==> config.mk <==
export PLATFORM = sky130hd
export DESIGN_NAME = bridge_adc_serial_readout_average
export DESIGN_NICKNAME = d
export VERILOG_FILES = /design/src/rtl/bavg_pkg.sv /design/src/rtl/bridge_adc_serial_readout_average.sv /design/src/rtl/bavg_ctrl.sv /design/src/rtl/bavg_dp.sv
export VERILOG_INCLUDE_DIRS = /design/src /design/src/rtl
export SDC_FILE = /design/constraint.sdc
export NUM_CORES = 1
export LEC_CHECK = 0
export BUFFER_PORTS_ARGS = -buffer_cell sky130_fd_sc_hd__buf_2
export CAP_MARGIN = 20
export CORE_MARGIN = 5
export CORE_UTILIZATION = 40
export DETAILED_ROUTE_END_ITERATION = 7
export PLACE_DENSITY = 0.64
export SLEW_MARGIN = 10
export SYNTH_ARGS = -nofsm -noshare
export SYNTH_HDL_FRONTEND = slang
export SYNTH_HIERARCHICAL = 1
export SYNTH_SLANG_ARGS = --single-unit
==> constraint.sdc <==
create_clock -name clk -period 14.19 [get_ports clk]
set_input_delay 4.257 -clock clk [delete_from_list [all_inputs] [get_ports clk]]
set_output_delay 4.257 -clock clk [all_outputs]
set_load 0.005 [all_outputs]
==> src/rtl/assert_macros.svh <==
// Assertion helpers. clk and rst are taken from the scope of the user.
`ifndef ASSERT_MACROS_SVH
`define ASSERT_MACROS_SVH

`ifndef SYNTHESIS
// Property must hold at every clock edge outside reset.
`define BAVG_ASSERT(lbl, prop, msg) \
  lbl: assert property (@(posedge clk) disable iff (rst) (prop)) else $error(msg);
// Antecedent at one edge implies the consequent at the next edge.
`define BAVG_ASSERT_NEXT(lbl, ante, cons, msg) \
  lbl: assert property (@(posedge clk) disable iff (rst) (ante) |=> (cons)) else $error(msg);
`else
`define BAVG_ASSERT(lbl, prop, msg)
`define BAVG_ASSERT_NEXT(lbl, ante, cons, msg)
`endif

`endif

==> src/rtl/bavg_pkg.sv <==
`default_nettype none
package bavg_pkg;

  localparam int unsigned DATA_BITS  = 24;
  localparam int unsigned SUM_W      = 40;
  localparam int unsigned CNT_W      = 16;
  localparam int unsigned HP_W       = 10;
  localparam int unsigned GAIN_W     = 2;
  localparam int unsigned PULSE_W    = 5;
  localparam int unsigned CFG_IDX_W  = 3;
  localparam int unsigned CFG_DATA_W = 24;
  localparam int unsigned DIV_CNT_W  = 6;

  localparam logic [DATA_BITS-1:0] FLIP_MASK = 24'h800000;
  localparam logic [DATA_BITS-1:0] MAX24     = 24'hFFFFFF;
  localparam logic [PULSE_W-1:0]   LAST_BIT  = 5'd24;
  localparam logic [DIV_CNT_W-1:0] DIV_LAST  = 6'd39;

  // Register indexes on the configuration port
  localparam logic [CFG_IDX_W-1:0] CFG_SAMPLE_COUNT = 3'd0;
  localparam logic [CFG_IDX_W-1:0] CFG_GAIN_PULSES  = 3'd1;
  localparam logic [CFG_IDX_W-1:0] CFG_HALF_PERIOD  = 3'd2;
  localparam logic [CFG_IDX_W-1:0] CFG_TIMEOUT      = 3'd3;
  localparam logic [CFG_IDX_W-1:0] CFG_GAP          = 3'd4;

  // Converter-side sequencing phase
  typedef enum logic [2:0] {
    PH_IDLE  = 3'd0,
    PH_WAIT  = 3'd1,
    PH_DHIGH = 3'd2,
    PH_DLOW  = 3'd3,
    PH_GHIGH = 3'd4,
    PH_GLOW  = 3'd5,
    PH_GAP   = 3'd6
  } phase_t;

  typedef enum logic [1:0] {
    CS_IDLE = 2'd0,
    CS_DIV  = 2'd1,
    CS_LOAD = 2'd2
  } ctrl_state_t;

  typedef struct packed {
    logic dout;
    logic start_req;
  } in_beat_t;

  typedef struct packed {
    logic                 sck;
    logic                 busy_res;
    logic                 result_valid;
    logic [DATA_BITS-1:0] average;
    logic                 any_timeout;
  } out_beat_t;

  typedef struct packed {
    logic step;
    logic div_run;
    logic out_load;
  } ctrl_cmd_t;

  typedef struct packed {
    logic finish;
    logic div_last;
  } dp_status_t;

endpackage
`default_nettype wire

==> src/rtl/bridge_adc_serial_readout_average.sv <==
// Channel | valid     | stall     | payload
// --------+-----------+-----------+-----------------------------------------
// in      | in_valid  | in_stall  | in_data  : dout, start_req (one tick)
// out     | out_valid | out_stall | out_data : sck, busy_res, result_valid,
//         |           |           |            average, any_timeout
// cfg     | cfg_we    | -         | cfg_index, cfg_data (no read-back)
//
// Each input beat is one timebase tick and yields exactly one output beat.
// A tick is accepted, then loaded into the output register; the tick
// that closes an averaging run first has the 40-bit sum divided
// by the sample count in a restoring divider at one quotient bit a cycle.
// Input is taken again while an earlier result still sits in the output
// register; a stalled output holds only the load of the next result.
// rst is synchronous and active high; it restores register defaults.
`default_nettype none
module bridge_adc_serial_readout_average import bavg_pkg::*; (
  input  wire logic                  clk,
  input  wire logic                  rst,
  // input ticks
  input  wire logic                  in_valid,
  output logic                       in_stall,
  input  wire in_beat_t              in_data,
  // per-tick results
  output logic                       out_valid,
  input  wire logic                  out_stall,
  output out_beat_t                  out_data,
  // configuration writes
  input  wire logic                  cfg_we,
  input  wire logic [CFG_IDX_W-1:0]  cfg_index,
  input  wire logic [CFG_DATA_W-1:0] cfg_data
);

  // command and status between sequencer and datapath
  ctrl_cmd_t  cmd;
  dp_status_t status;

  // Sequencer: accepts a beat, runs the divider when a run completes,
  // then drops the result into the output register.
  bavg_ctrl u_ctrl (
    .clk       (clk),
    .rst       (rst),
    .in_valid  (in_valid),
    .in_stall  (in_stall),
    .out_valid (out_valid),
    .out_stall (out_stall),
    .status    (status),
    .cmd       (cmd)
  );

  // Datapath: converter phase tracking, bit shifter, accumulator,
  // divider and the output payload register.
  bavg_dp u_dp (
    .clk       (clk),
    .rst       (rst),
    .cfg_we    (cfg_we),
    .cfg_index (cfg_index),
    .cfg_data  (cfg_data),
    .in_data   (in_data),
    .cmd       (cmd),
    .status    (status),
    .out_data  (out_data)
  );

endmodule
`default_nettype wire

==> src/rtl/bavg_ctrl.sv <==
`default_nettype none
`include "assert_macros.svh"
module bavg_ctrl import bavg_pkg::*; (
  input  wire logic       clk,
  input  wire logic       rst,
  input  wire logic       in_valid,
  output logic            in_stall,
  output logic            out_valid,
  input  wire logic       out_stall,
  input  wire dp_status_t status,
  output ctrl_cmd_t       cmd
);

  ctrl_state_t state, state_next;
  logic        out_valid_next;

  always_comb begin
    state_next = state;
    case (state)
      CS_IDLE: begin
        if (in_valid) begin
          state_next = status.finish ? CS_DIV : CS_LOAD;
        end
      end
      CS_DIV: begin
        if (status.div_last) begin
          state_next = CS_LOAD;
        end
      end
      CS_LOAD: begin
        if (!out_valid || !out_stall) begin
          state_next = CS_IDLE;
        end
      end
      default: state_next = CS_IDLE;
    endcase
  end

  always_comb begin
    cmd          = '0;
    in_stall     = 1'b1;
    case (state)
      CS_IDLE: begin
        in_stall = 1'b0;
        cmd.step = in_valid;
      end
      CS_DIV: begin
        cmd.div_run = 1'b1;
      end
      CS_LOAD: begin
        cmd.out_load = !out_valid || !out_stall;
      end
      default: begin
        in_stall = 1'b1;
      end
    endcase
  end

  assign out_valid_next = cmd.out_load | (out_valid & out_stall);

  always_ff @(posedge clk) begin
    if (rst) begin
      state     <= CS_IDLE;
      out_valid <= 1'b0;
    end else begin
      state     <= state_next;
      out_valid <= out_valid_next;
    end
  end

  `BAVG_ASSERT(a_load_no_overwrite, !(cmd.out_load && out_valid && out_stall), "result overwritten")
  `BAVG_ASSERT_NEXT(a_div_to_load, state == CS_DIV && status.div_last, state == CS_LOAD, "divide end lost")
  `BAVG_ASSERT_NEXT(a_step_then_busy, cmd.step, in_stall, "second beat taken before result")

endmodule
`default_nettype wire

==> src/rtl/bavg_dp.sv <==
`default_nettype none
`include "assert_macros.svh"
module bavg_dp import bavg_pkg::*; (
  input  wire logic                  clk,
  input  wire logic                  rst,
  input  wire logic                  cfg_we,
  input  wire logic [CFG_IDX_W-1:0]  cfg_index,
  input  wire logic [CFG_DATA_W-1:0] cfg_data,
  input  wire in_beat_t              in_data,
  input  wire ctrl_cmd_t             cmd,
  output dp_status_t                 status,
  output out_beat_t                  out_data
);

  // configuration
  logic [CNT_W-1:0]     sample_count;
  logic [GAIN_W-1:0]    gain_pulses;
  logic [HP_W-1:0]      half_period_ticks;
  logic [DATA_BITS-1:0] timeout_ticks;
  logic [DATA_BITS-1:0] gap_ticks;

  // sequencing state
  phase_t               phase, phase_next;
  logic [DATA_BITS-1:0] tick_counter, tick_counter_next;
  logic [PULSE_W-1:0]   pulse_counter, pulse_counter_next;
  logic [DATA_BITS-1:0] shift_word, shift_word_next;
  logic [CNT_W-1:0]     readings_left, readings_left_next;
  logic [SUM_W-1:0]     running_sum, running_sum_next;
  logic                 timeout_seen, timeout_seen_next;
  logic [DATA_BITS-1:0] held_average;
  logic                 res_flag;

  // divider
  logic [SUM_W-1:0]     div_q;
  logic [CNT_W-1:0]     div_r;
  logic [DIV_CNT_W-1:0] div_cnt;
  logic [CNT_W:0]       div_sh;
  logic                 div_bit;
  logic [SUM_W-1:0]     div_q_next;
  logic [CNT_W-1:0]     divisor;

  logic [HP_W-1:0]      half;
  logic [DATA_BITS-1:0] tc_inc;
  logic [PULSE_W-1:0]   pc_inc;
  logic [DATA_BITS-1:0] sw_shift;
  logic                 half_done;
  logic                 finish;
  logic                 rd_done;
  logic [DATA_BITS-1:0] rd_value;

  assign half      = (half_period_ticks == '0) ? HP_W'(1) : half_period_ticks;
  assign half_done = tick_counter >= {{(DATA_BITS-HP_W){1'b0}}, half};
  assign tc_inc    = tick_counter + DATA_BITS'(1);
  assign pc_inc    = pulse_counter + PULSE_W'(1);
  assign sw_shift  = {shift_word[DATA_BITS-2:0], in_data.dout};
  assign divisor   = (sample_count == '0) ? CNT_W'(1) : sample_count;

  always_comb begin
    phase_next         = phase;
    tick_counter_next  = tick_counter;
    pulse_counter_next = pulse_counter;
    shift_word_next    = shift_word;
    readings_left_next = readings_left;
    running_sum_next   = running_sum;
    timeout_seen_next  = timeout_seen;
    finish             = 1'b0;
    rd_done            = 1'b0;
    rd_value           = '0;
    case (phase)
      PH_IDLE: begin
        if (in_data.start_req) begin
          readings_left_next = divisor;
          running_sum_next   = '0;
          timeout_seen_next  = 1'b0;
          tick_counter_next  = '0;
          phase_next         = PH_WAIT;
        end
      end
      PH_WAIT: begin
        if (!in_data.dout) begin
          phase_next         = PH_DHIGH;
          tick_counter_next  = DATA_BITS'(1);
          pulse_counter_next = '0;
          shift_word_next    = '0;
        end else begin
          tick_counter_next = tc_inc;
          if (tc_inc >= timeout_ticks) begin
            timeout_seen_next = 1'b1;
            rd_done           = 1'b1;
          end
        end
      end
      PH_DHIGH, PH_GHIGH: begin
        if (half_done) begin
          phase_next        = (phase == PH_DHIGH) ? PH_DLOW : PH_GLOW;
          tick_counter_next = DATA_BITS'(1);
        end else begin
          tick_counter_next = tc_inc;
        end
      end
      PH_DLOW: begin
        if (half_done) begin
          tick_counter_next  = DATA_BITS'(1);
          shift_word_next    = sw_shift;
          pulse_counter_next = pc_inc;
          if (pc_inc >= LAST_BIT) begin
            shift_word_next    = sw_shift ^ FLIP_MASK;
            pulse_counter_next = '0;
            if (gain_pulses == '0) begin
              rd_done  = 1'b1;
              rd_value = sw_shift ^ FLIP_MASK;
            end else begin
              phase_next = PH_GHIGH;
            end
          end else begin
            phase_next = PH_DHIGH;
          end
        end else begin
          tick_counter_next = tc_inc;
        end
      end
      PH_GLOW: begin
        if (half_done) begin
          pulse_counter_next = pc_inc;
          tick_counter_next  = DATA_BITS'(1);
          if (pc_inc >= {{(PULSE_W-GAIN_W){1'b0}}, gain_pulses}) begin
            rd_done  = 1'b1;
            rd_value = shift_word;
          end else begin
            phase_next = PH_GHIGH;
          end
        end else begin
          tick_counter_next = tc_inc;
        end
      end
      PH_GAP: begin
        if (tick_counter >= gap_ticks) begin
          tick_counter_next = '0;
          if (readings_left == '0) begin
            finish     = 1'b1;
            phase_next = PH_IDLE;
          end else begin
            phase_next = PH_WAIT;
          end
        end else begin
          tick_counter_next = tc_inc;
        end
      end
      default: begin
        phase_next        = PH_IDLE;
        tick_counter_next = '0;
      end
    endcase
    // a reading ends: accumulate and go to the gap
    if (rd_done) begin
      running_sum_next   = running_sum + {{(SUM_W-DATA_BITS){1'b0}}, rd_value};
      readings_left_next = readings_left - CNT_W'(1);
      phase_next         = PH_GAP;
      tick_counter_next  = '0;
    end
  end

  assign status.finish   = finish;
  assign status.div_last = div_cnt == DIV_LAST;

  // restoring divide, one quotient bit per cycle; remainder stays below divisor
  assign div_sh     = {div_r, div_q[SUM_W-1]};
  assign div_bit    = div_sh >= {1'b0, divisor};
  assign div_q_next = {div_q[SUM_W-2:0], div_bit};

  always_ff @(posedge clk) begin
    if (rst) begin
      sample_count      <= CNT_W'(1);
      gain_pulses       <= GAIN_W'(1);
      half_period_ticks <= HP_W'(4);
      timeout_ticks     <= DATA_BITS'(150000);
      gap_ticks         <= DATA_BITS'(5000);
    end else if (cfg_we) begin
      case (cfg_index)
        CFG_SAMPLE_COUNT: sample_count      <= cfg_data[CNT_W-1:0];
        CFG_GAIN_PULSES:  gain_pulses       <= cfg_data[GAIN_W-1:0];
        CFG_HALF_PERIOD:  half_period_ticks <= cfg_data[HP_W-1:0];
        CFG_TIMEOUT:      timeout_ticks     <= cfg_data[DATA_BITS-1:0];
        CFG_GAP:          gap_ticks         <= cfg_data[DATA_BITS-1:0];
        default: begin
        end
      endcase
    end
  end

  always_ff @(posedge clk) begin
    if (rst) begin
      phase         <= PH_IDLE;
      tick_counter  <= '0;
      pulse_counter <= '0;
      shift_word    <= '0;
      readings_left <= '0;
      running_sum   <= '0;
      timeout_seen  <= 1'b0;
      held_average  <= '0;
      res_flag      <= 1'b0;
    end else begin
      if (cmd.step) begin
        phase         <= phase_next;
        tick_counter  <= tick_counter_next;
        pulse_counter <= pulse_counter_next;
        shift_word    <= shift_word_next;
        readings_left <= readings_left_next;
        running_sum   <= running_sum_next;
        timeout_seen  <= timeout_seen_next;
        res_flag      <= finish;
      end
      if (cmd.div_run && status.div_last) begin
        held_average <= (div_q_next[SUM_W-1:DATA_BITS] != '0) ? MAX24
                                                              : div_q_next[DATA_BITS-1:0];
      end
    end
  end

  always_ff @(posedge clk) begin
    if (cmd.step && finish) begin
      div_q   <= running_sum;
      div_r   <= '0;
      div_cnt <= '0;
    end else if (cmd.div_run) begin
      div_q   <= div_q_next;
      div_r   <= div_bit ? CNT_W'(div_sh - {1'b0, divisor}) : div_sh[CNT_W-1:0];
      div_cnt <= div_cnt + DIV_CNT_W'(1);
    end
  end

  always_ff @(posedge clk) begin
    if (cmd.out_load) begin
      out_data.sck          <= (phase == PH_DHIGH) || (phase == PH_GHIGH);
      out_data.busy_res     <= phase != PH_IDLE;
      out_data.result_valid <= res_flag;
      out_data.average      <= held_average;
      out_data.any_timeout  <= timeout_seen;
    end
  end

  `BAVG_ASSERT(a_div_when_idle, !cmd.div_run || phase == PH_IDLE, "divide outside idle phase")
  `BAVG_ASSERT_NEXT(a_finish_clears_cnt, cmd.step && finish, div_cnt == '0 && phase == PH_IDLE, "divide not armed")
  `BAVG_ASSERT(a_pulse_range, pulse_counter < LAST_BIT, "pulse counter past data bits")

endmodule
`default_nettype wire

; Word-level counts from Yosys, hierarchy flattened
; Index checks and enable logic that the tools add are counted.
[word_totals]
wordCells = 174
n_memories = 0
latch_bits = 0
regBits = 307
rom_bits = 0
ram_bits = 0
out_inout_bits = 30
input_bits = 34
[op_classes]
div = 0
n_reduce_logical = 35
magnitude_cmp = 6
shifts = 0
n_addsub = 6
eq_ne = 30
n_mux = 70
mul = 0
bitwise_logic = 3
[ops]
columns = operator, n
row1 = 24-bit 2-to-1 mux, 14
row2 = 40-bit 2-to-1 mux, 5
row3 = 24-bit one-hot mux with 2 select lines, 2
row4 = 24-bit one-hot mux with 4 select lines, 1
row5 = 16-bit 2-to-1 mux, 5
row6 = 24-bit >= comparator, 2
row7 = 40-bit by 24-bit adder with 40-bit output, 1
row8 = 3-bit 2-to-1 mux, 11
row9 = 16-bit logical NOT, 2
row10 = 24-bit by 1-bit adder with 24-bit output (second input constant), 1
row11 = 24-bit by 10-bit >= comparator with 1-bit output, 1
row12 = 5-bit 2-to-1 mux, 4
row13 = 1-bit 2-to-1 mux, 18
row14 = 3-bit one-hot mux with 6 select lines, 1
row15 = 17-bit by 16-bit >= comparator with 1-bit output, 1
row16 = 16-bit nonzero test, 1
row17 = 16-bit by 1-bit subtractor with 16-bit output (second input constant), 1
row18 = 16-bit subtractor, 1
row19 = 5-bit one-hot mux with 3 select lines, 1
row20 = 3-bit by 2-bit == test with 1-bit output (second input constant), 4
row21 = 3-bit == test (second input constant), 4
row22 = 3-bit by 1-bit != test with 1-bit output (second input constant), 4
row23 = 2-bit AND reduction, 6
row24 = 10-bit logical NOT, 1
row25 = 33 further kinds, 58

; Longest topological paths before layout
[logic_depth]
ltp_word = 7
ltp_mapped = 23
mapped_depth_nobuf = 21

; Cells and area by module
; Netlist, hierarchy kept.
[by_module_without_submodules]
columns = mod, area_each_um2, seq_area_each_um2, instances, cells_per_inst
row1 = bavg_dp, 16330.7, 6766.5, 1, 2005
row2 = bavg_ctrl, 157.7, 60.1, 1, 18

; Worst setup path after synthesis
; Ideal clock, no wire load.
[synth_timing]
path_kind = input to register
startpoint = input port in_data[1] in the netlist's numbering
endpoint = register u_dp.running_sum[30]
arrival_time_ns = 6.781
required_time_ns = 14.062
path_stages = 14
setup_ns = 0.128
slack_ns = 7.281
path_cell_list = a22oi_1 -> nor2_1 -> ha_1 -> inv_1 -> fa_1 -> nand2b_1 -> a21oi_1 -> o41ai_1 -> o32a_1 -> a311oi_1 -> a31oi_1 -> nor3_1 -> xnor2_1 -> nor2_1
[synth_via]
elab_chain_len = 6
[synth_lines]
columns = item, line
row1 = "start, declared", bridge_adc_serial_readout_average.sv:22  ; input wire in_beat_t in_data,
row2 = 24-bit 2-to-1 mux, bavg_dp.sv:109  ; if (gain_pulses == '0) begin
row3 = 24-bit 2-to-1 mux, bavg_dp.sv:106  ; if (pc_inc >= LAST_BIT) begin
row4 = 24-bit 2-to-1 mux, bavg_dp.sv:102  ; if (half_done) begin
row5 = 24-bit one-hot mux with 2 select lines, bavg_dp.sv:69  ; case (phase)
row6 = 40-bit by 24-bit adder with 40-bit output, bavg_dp.sv:156  ; running_sum_next = running_sum + {{(SUM_W-DATA_BITS){1'b0}}, rd_value};
row7 = 40-bit 2-to-1 mux, bavg_dp.sv:155  ; if (rd_done) begin
row8 = "end signal, assigned", bavg_dp.sv:209  ; running_sum <= running_sum_next;
row9 = "end, declared", bavg_dp.sv:28  ; logic [SUM_W-1:0] running_sum, running_sum_next;
; Parallel ways exist; a longest one is shown, timed or not.
; A chain may end at the register's enable or synchronous reset.

; Worst setup path after layout
; Ends and elaborated chain as after synthesis.

==> impl_metrics.py <==
metrics = {
    "outcome": {
        "run_status": "completed",
    },
    "clock_tree": {
        "tritoncts.num_buffers": 35,
        "cts_setup_buffers": 0,
        "cts_max_path_buffers": 3,
        "cts_root_buffer": "sky130_fd_sc_hd__clkbuf_16",
        "cts.htree.levels": 2,
        "clock_tree_from_tritoncts": "done",
        "worst_setup_hold_path_clk_slew_ns": 0.06,
        "cts_sinks": 307,
        "insertion_delay_ns": 0.54,
        "cts-hold-fix-buffers": 0,
        "cts_repair_resize_count": 0,
    },
    "critical_path": {
        "worst_path_max_delay_cell": "sky130_fd_sc_hd__o41ai_1",
        "slowest_delay_ns": 0.78,
        "timing.critical_path.cells": "buf_2 -> a22oi_1 -> nor2_1 -> ha_1 -> inv_1 -> fa_1 -> nand2b_1 -> a21oi_1 -> o41ai_1 -> o32a_1 -> a311oi_1 -> a31oi_1 -> nor3_1 -> xnor2_1 -> nor2_1",
        "critical_path.startpoint_type": "input port",
        "cp.buffers_inverters": 2,
        "arrival_ns": 7.67,
        "required_ns": 14.59,
        "cp_common_cell": "sky130_fd_sc_hd__nor2_1",
        "worstPathMaxFanout": 9,
        "timing_worst_setup_path_type": "input port to flip-flop",
        "crit_path_end_kind": "flip-flop",
        "critical-path-top-delay-family": "compound AO/OA/AOI/OAI gates",
    },
    "synthesis": {
        "synth_area_um2": 16500,
        "synth-warning-count": 6,
        "postSynth.asyncResetShare_pct": 0,
        "synth_largest_type_area_fraction_pct": 29.0,
        "mapped_nets": 2164,
        "synth.lib_cells_used.distinct": 80,
        "cell_taking_the_most_area_after_synthesis": "sky130_fd_sc_hd__dfxtp_1",
        "synth.yosys.seq_area_share_pct": 41.4,
        "synth.ff_latch_count": 307,
        "yosys_most_used_dff": "sky130_fd_sc_hd__dfxtp_1",
        "netlist_top_cells_area": "sky130_fd_sc_hd__dfxtp_1, sky130_fd_sc_hd__edfxtp_1, sky130_fd_sc_hd__nand2_1",
        "synth.avg_cell_area_um2": 8.15,
        "synthesis.instances": 2023,
        "synth-edff-count": 68,
    },
    "grt": {
        "globalRouteTotalUtil_pct": 17.6,
        "antenna_found_initial": 3,
        "global_route.overflow_total": 0,
        "grt_max_degree": 84,
        "vias_in_the_first_global_route": 13300,
        "grt_pass1_wl_um": 66200,
    },
    "sta": {
        "final_hold_viol_count": 0,
        "final_max_slew_viol_count": 0,
        "setup_tns_ns": 0,
        "worst_slew_pin_slew_ns": 1.10,
        "grt_setup_unrepaired": "false",
        "worst_max_slew_margin_expressed_relative_to_the_limit_pct": 26.3,
        "min_period_ns": 7.27,
        "achievable-frequency_mhz": 138,
        "fin_skew_ns": 0.0196,
        "fin_crit_sh_pct": 51.2,
        "report.final.setup_viol": 0,
    },
    "layout": {
        "finalNetCount": 2175,
        "syn_to_final_growth_pct": 11.4,
        "antenna-diode-count": 0,
        "finalInstanceArea_um2": 18400,
        "drive_above_1_share_pct": 7.92,
        "final-instance-count-excl-fill": 2591,
    },
    "power_and_ir_drop": {
        "power_per_cell_area_nw_per_um2": 111,
        "power.ir.vdd_worst_v": 0.0000777,
        "post-layout-total-power_uw": 2040,
        "power.leakage_uw": 0.00732,
    },
    "floorplanning": {
        "die_h_um": 213,
        "rows": 74,
        "dieArea_um2": 45400,
        "initial_core_util_pct": 40.4,
        "io_pins": 64,
        "die_width_um": 213,
        "core_region_area_um2": 40800,
    },
    "drt": {
        "num_vias": 13900,
        "post_drt_wl_per_cell_um": 15.5,
        "vias_per_cell": 5.36,
        "dr.first_iter.drc_count": 1009,
        "drc": 0,
        "drt_pass1_iterations": 5,
        "ant_nets": 0,
        "totalWireLength_um": 40200,
    },
    "placement": {
        "postPlaceCellArea_um2": 17200,
        "placedCellCount": 2529,
        "portBuffers": 63,
        "gp_congestion": 0.863,
        "hpwlAfterDp_um": 28500,
    },
    "min_path": {
        "worst_hold_path_type": "flip-flop to flip-flop",
    },
    "flow_run": {
        "max-cap-violations": 0,
    },
}
-- cell usage in the layout, fill, tap and decap left out, types with 18 or more instances in the layout --
| cell type | n |
|---|---|
| sky130_fd_sc_hd__a21o_1 | 31 |
| sky130_fd_sc_hd__a21oi_1 | 174 |
| sky130_fd_sc_hd__a22oi_1 | 26 |
| sky130_fd_sc_hd__a31oi_1 | 25 |
| sky130_fd_sc_hd__and3_1 | 26 |
| sky130_fd_sc_hd__buf_2 | 62 |
| sky130_fd_sc_hd__clkbuf_16 | 37 |
| sky130_fd_sc_hd__dfxtp_1 | 239 |
| sky130_fd_sc_hd__edfxtp_1 | 68 |
| sky130_fd_sc_hd__ha_1 | 105 |
| sky130_fd_sc_hd__inv_1 | 114 |
| sky130_fd_sc_hd__nand2_1 | 375 |
| sky130_fd_sc_hd__nand2b_1 | 25 |
| sky130_fd_sc_hd__nand3_1 | 55 |
| sky130_fd_sc_hd__nand3b_1 | 19 |
| sky130_fd_sc_hd__nand4_1 | 30 |
| sky130_fd_sc_hd__nor2_1 | 202 |
| sky130_fd_sc_hd__nor3_1 | 63 |
| sky130_fd_sc_hd__nor4_1 | 18 |
| sky130_fd_sc_hd__o21ai_0 | 71 |
| sky130_fd_sc_hd__xnor2_1 | 45 |
| sky130_fd_sc_hd__xor2_1 | 30 |
-- per-stage QoR --
| stage | setup slack (ns) | utilization [%] | hold slack, ns |
|---|---|---|---|
| after floorplan | 7.28 | - | 0.408 |
| after global placement | 6.50 | 42.1 | 0.414 |
| after detailed placement | 6.44 | 42.1 | 0.416 |
| after CTS | 7.01 | 45.0 | 0.430 |
| after global routing | 6.66 | 45.0 | 0.435 |
| final | 6.92 | 45.0 | 0.429 |
-- state kept, by name (all words and copies together), names as in the netlist, 2 cells and up --
name,count
u_dp/half_period_ticks,10
u_dp/gap_ticks,24
u_dp/pulse_counter,5
u_ctrl/state,2
u_dp/div_q,40
u_dp/running_sum,40
u_dp/div_r,16
u_dp/phase,3
u_dp/shift_word,24
u_dp/held_average,24
u_dp/out_data,28
u_dp/sample_count,16
u_dp/gain_pulses,2
u_dp/readings_left,16
u_dp/timeout_ticks,24
u_dp/div_cnt,6
u_dp/tick_counter,24
-- worst register-to-register path: stages (launching register included) --
cell                        delay [ns]
sky130_fd_sc_hd__dfxtp_1          0.32
sky130_fd_sc_hd__nor4_1           0.35
sky130_fd_sc_hd__a41o_1           0.24
sky130_fd_sc_hd__ha_1             0.22
sky130_fd_sc_hd__nand2b_1         0.14
sky130_fd_sc_hd__a2111oi_0        0.41
sky130_fd_sc_hd__o21bai_1         0.22
sky130_fd_sc_hd__a211oi_4         0.47
sky130_fd_sc_hd__or3_1            0.66
sky130_fd_sc_hd__nor2_1           0.12
sky130_fd_sc_hd__ha_1             0.24
sky130_fd_sc_hd__inv_1            0.08
sky130_fd_sc_hd__fa_1             0.18
sky130_fd_sc_hd__nand2b_1         0.15
sky130_fd_sc_hd__a21oi_1          0.10
sky130_fd_sc_hd__o41ai_1          0.78
sky130_fd_sc_hd__o32a_1           0.29
sky130_fd_sc_hd__a311oi_1         0.14
sky130_fd_sc_hd__a31oi_1          0.67
sky130_fd_sc_hd__nor3_1           0.14
sky130_fd_sc_hd__xnor2_1          0.21
sky130_fd_sc_hd__nor2_1           0.05
-- synthesized netlist by cell type (6+ instances only) --
cell type                  count
sky130_fd_sc_hd__nor2_1      202
sky130_fd_sc_hd__o32ai_1       6
sky130_fd_sc_hd__o21a_1        8
sky130_fd_sc_hd__nand4_1      30
sky130_fd_sc_hd__and2_1        7
sky130_fd_sc_hd__nor3_1       64
sky130_fd_sc_hd__or3_1        15
sky130_fd_sc_hd__nand3_1      55
sky130_fd_sc_hd__nand2b_1     25
sky130_fd_sc_hd__ha_1        105
sky130_fd_sc_hd__nor4_1       18
sky130_fd_sc_hd__or2_2         7
sky130_fd_sc_hd__o21bai_1      8
sky130_fd_sc_hd__a31oi_1      26
sky130_fd_sc_hd__nor2b_1      14
sky130_fd_sc_hd__nand3b_1     19
sky130_fd_sc_hd__dfxtp_1     239
sky130_fd_sc_hd__a22oi_1      26
sky130_fd_sc_hd__nand2_1     375
sky130_fd_sc_hd__edfxtp_1     68
sky130_fd_sc_hd__clkbuf_1     87
sky130_fd_sc_hd__buf_2         6
sky130_fd_sc_hd__o21ai_0      71
sky130_fd_sc_hd__xor2_1       30
sky130_fd_sc_hd__a211oi_1     12
sky130_fd_sc_hd__a21oi_1     176
sky130_fd_sc_hd__and3_1       26
sky130_fd_sc_hd__o211ai_1      6
sky130_fd_sc_hd__inv_1       114
sky130_fd_sc_hd__mux2i_1      14
sky130_fd_sc_hd__xnor2_1      45
sky130_fd_sc_hd__a21o_1       31
-- where the power goes --
group          switching (uW)  internal, uW  total [uW]
combinational             115          71.3         187
clock                     368           561         929
sequential               17.4           911         928
total                     500          1540        2040
-- layout make-up --
class,count,area (um^2)
Timing Repair Buffer,76,415
Tap cell,532,666
Multi-Input combinational cell,1500,8850
Clock buffer,44,972
Sequential cell,307,6830
Inverter,114,428
Fill cell,3993,22500
Clock inverter,18,213
-- worst paths after layout --
| kind | slack [ns] | endpoint | cells past startpoint | from |
|---|---|---|---|---|
| setup / recovery | 6.92 | u_dp/running_sum[30] | 15 | in_data[1] |
| hold / removal | 0.43 | u_dp/out_data[10] | 0 | u_dp/held_average[9] |
| setup reg to reg | 7.84 | u_dp/running_sum[30] | 21 | u_dp/half_period_ticks[6] |
| hold reg to reg | 0.43 | u_dp/out_data[10] | 0 | u_dp/held_average[9] |
-- routing by layer --
layer / vias to the layer above / wire length, um / global-route usage [%] / share of wire (%)
met1: 6491 / 18800 / 24.0 / 47
met3: 70 / 1950 / 2.67 / 4.8
met2: 293 / 18400 / 28.6 / 46
met4: 6 / 1060 / 5.76 / 2.6
li1: 7040 / - / - / -
met5: - / 40 / 0 / 0.099
-- cells by family after synthesis --
| group | count (synthesis) | share of synthesized area (%) |
|---|---|---|
| buffers and inverters | 216 | 5.12 |
| adder cells (fa/ha/maj) | 107 | 8.21 |
| AND/OR/NAND/NOR | 882 | 24.4 |
| AO/OA/AOI/OAI | 421 | 15.9 |
| XOR/XNOR | 75 | 3.98 |
| flip-flops | 307 | 41.4 |
| multiplexers | 15 | 0.918 |
(Power assumes the default switching activity.)
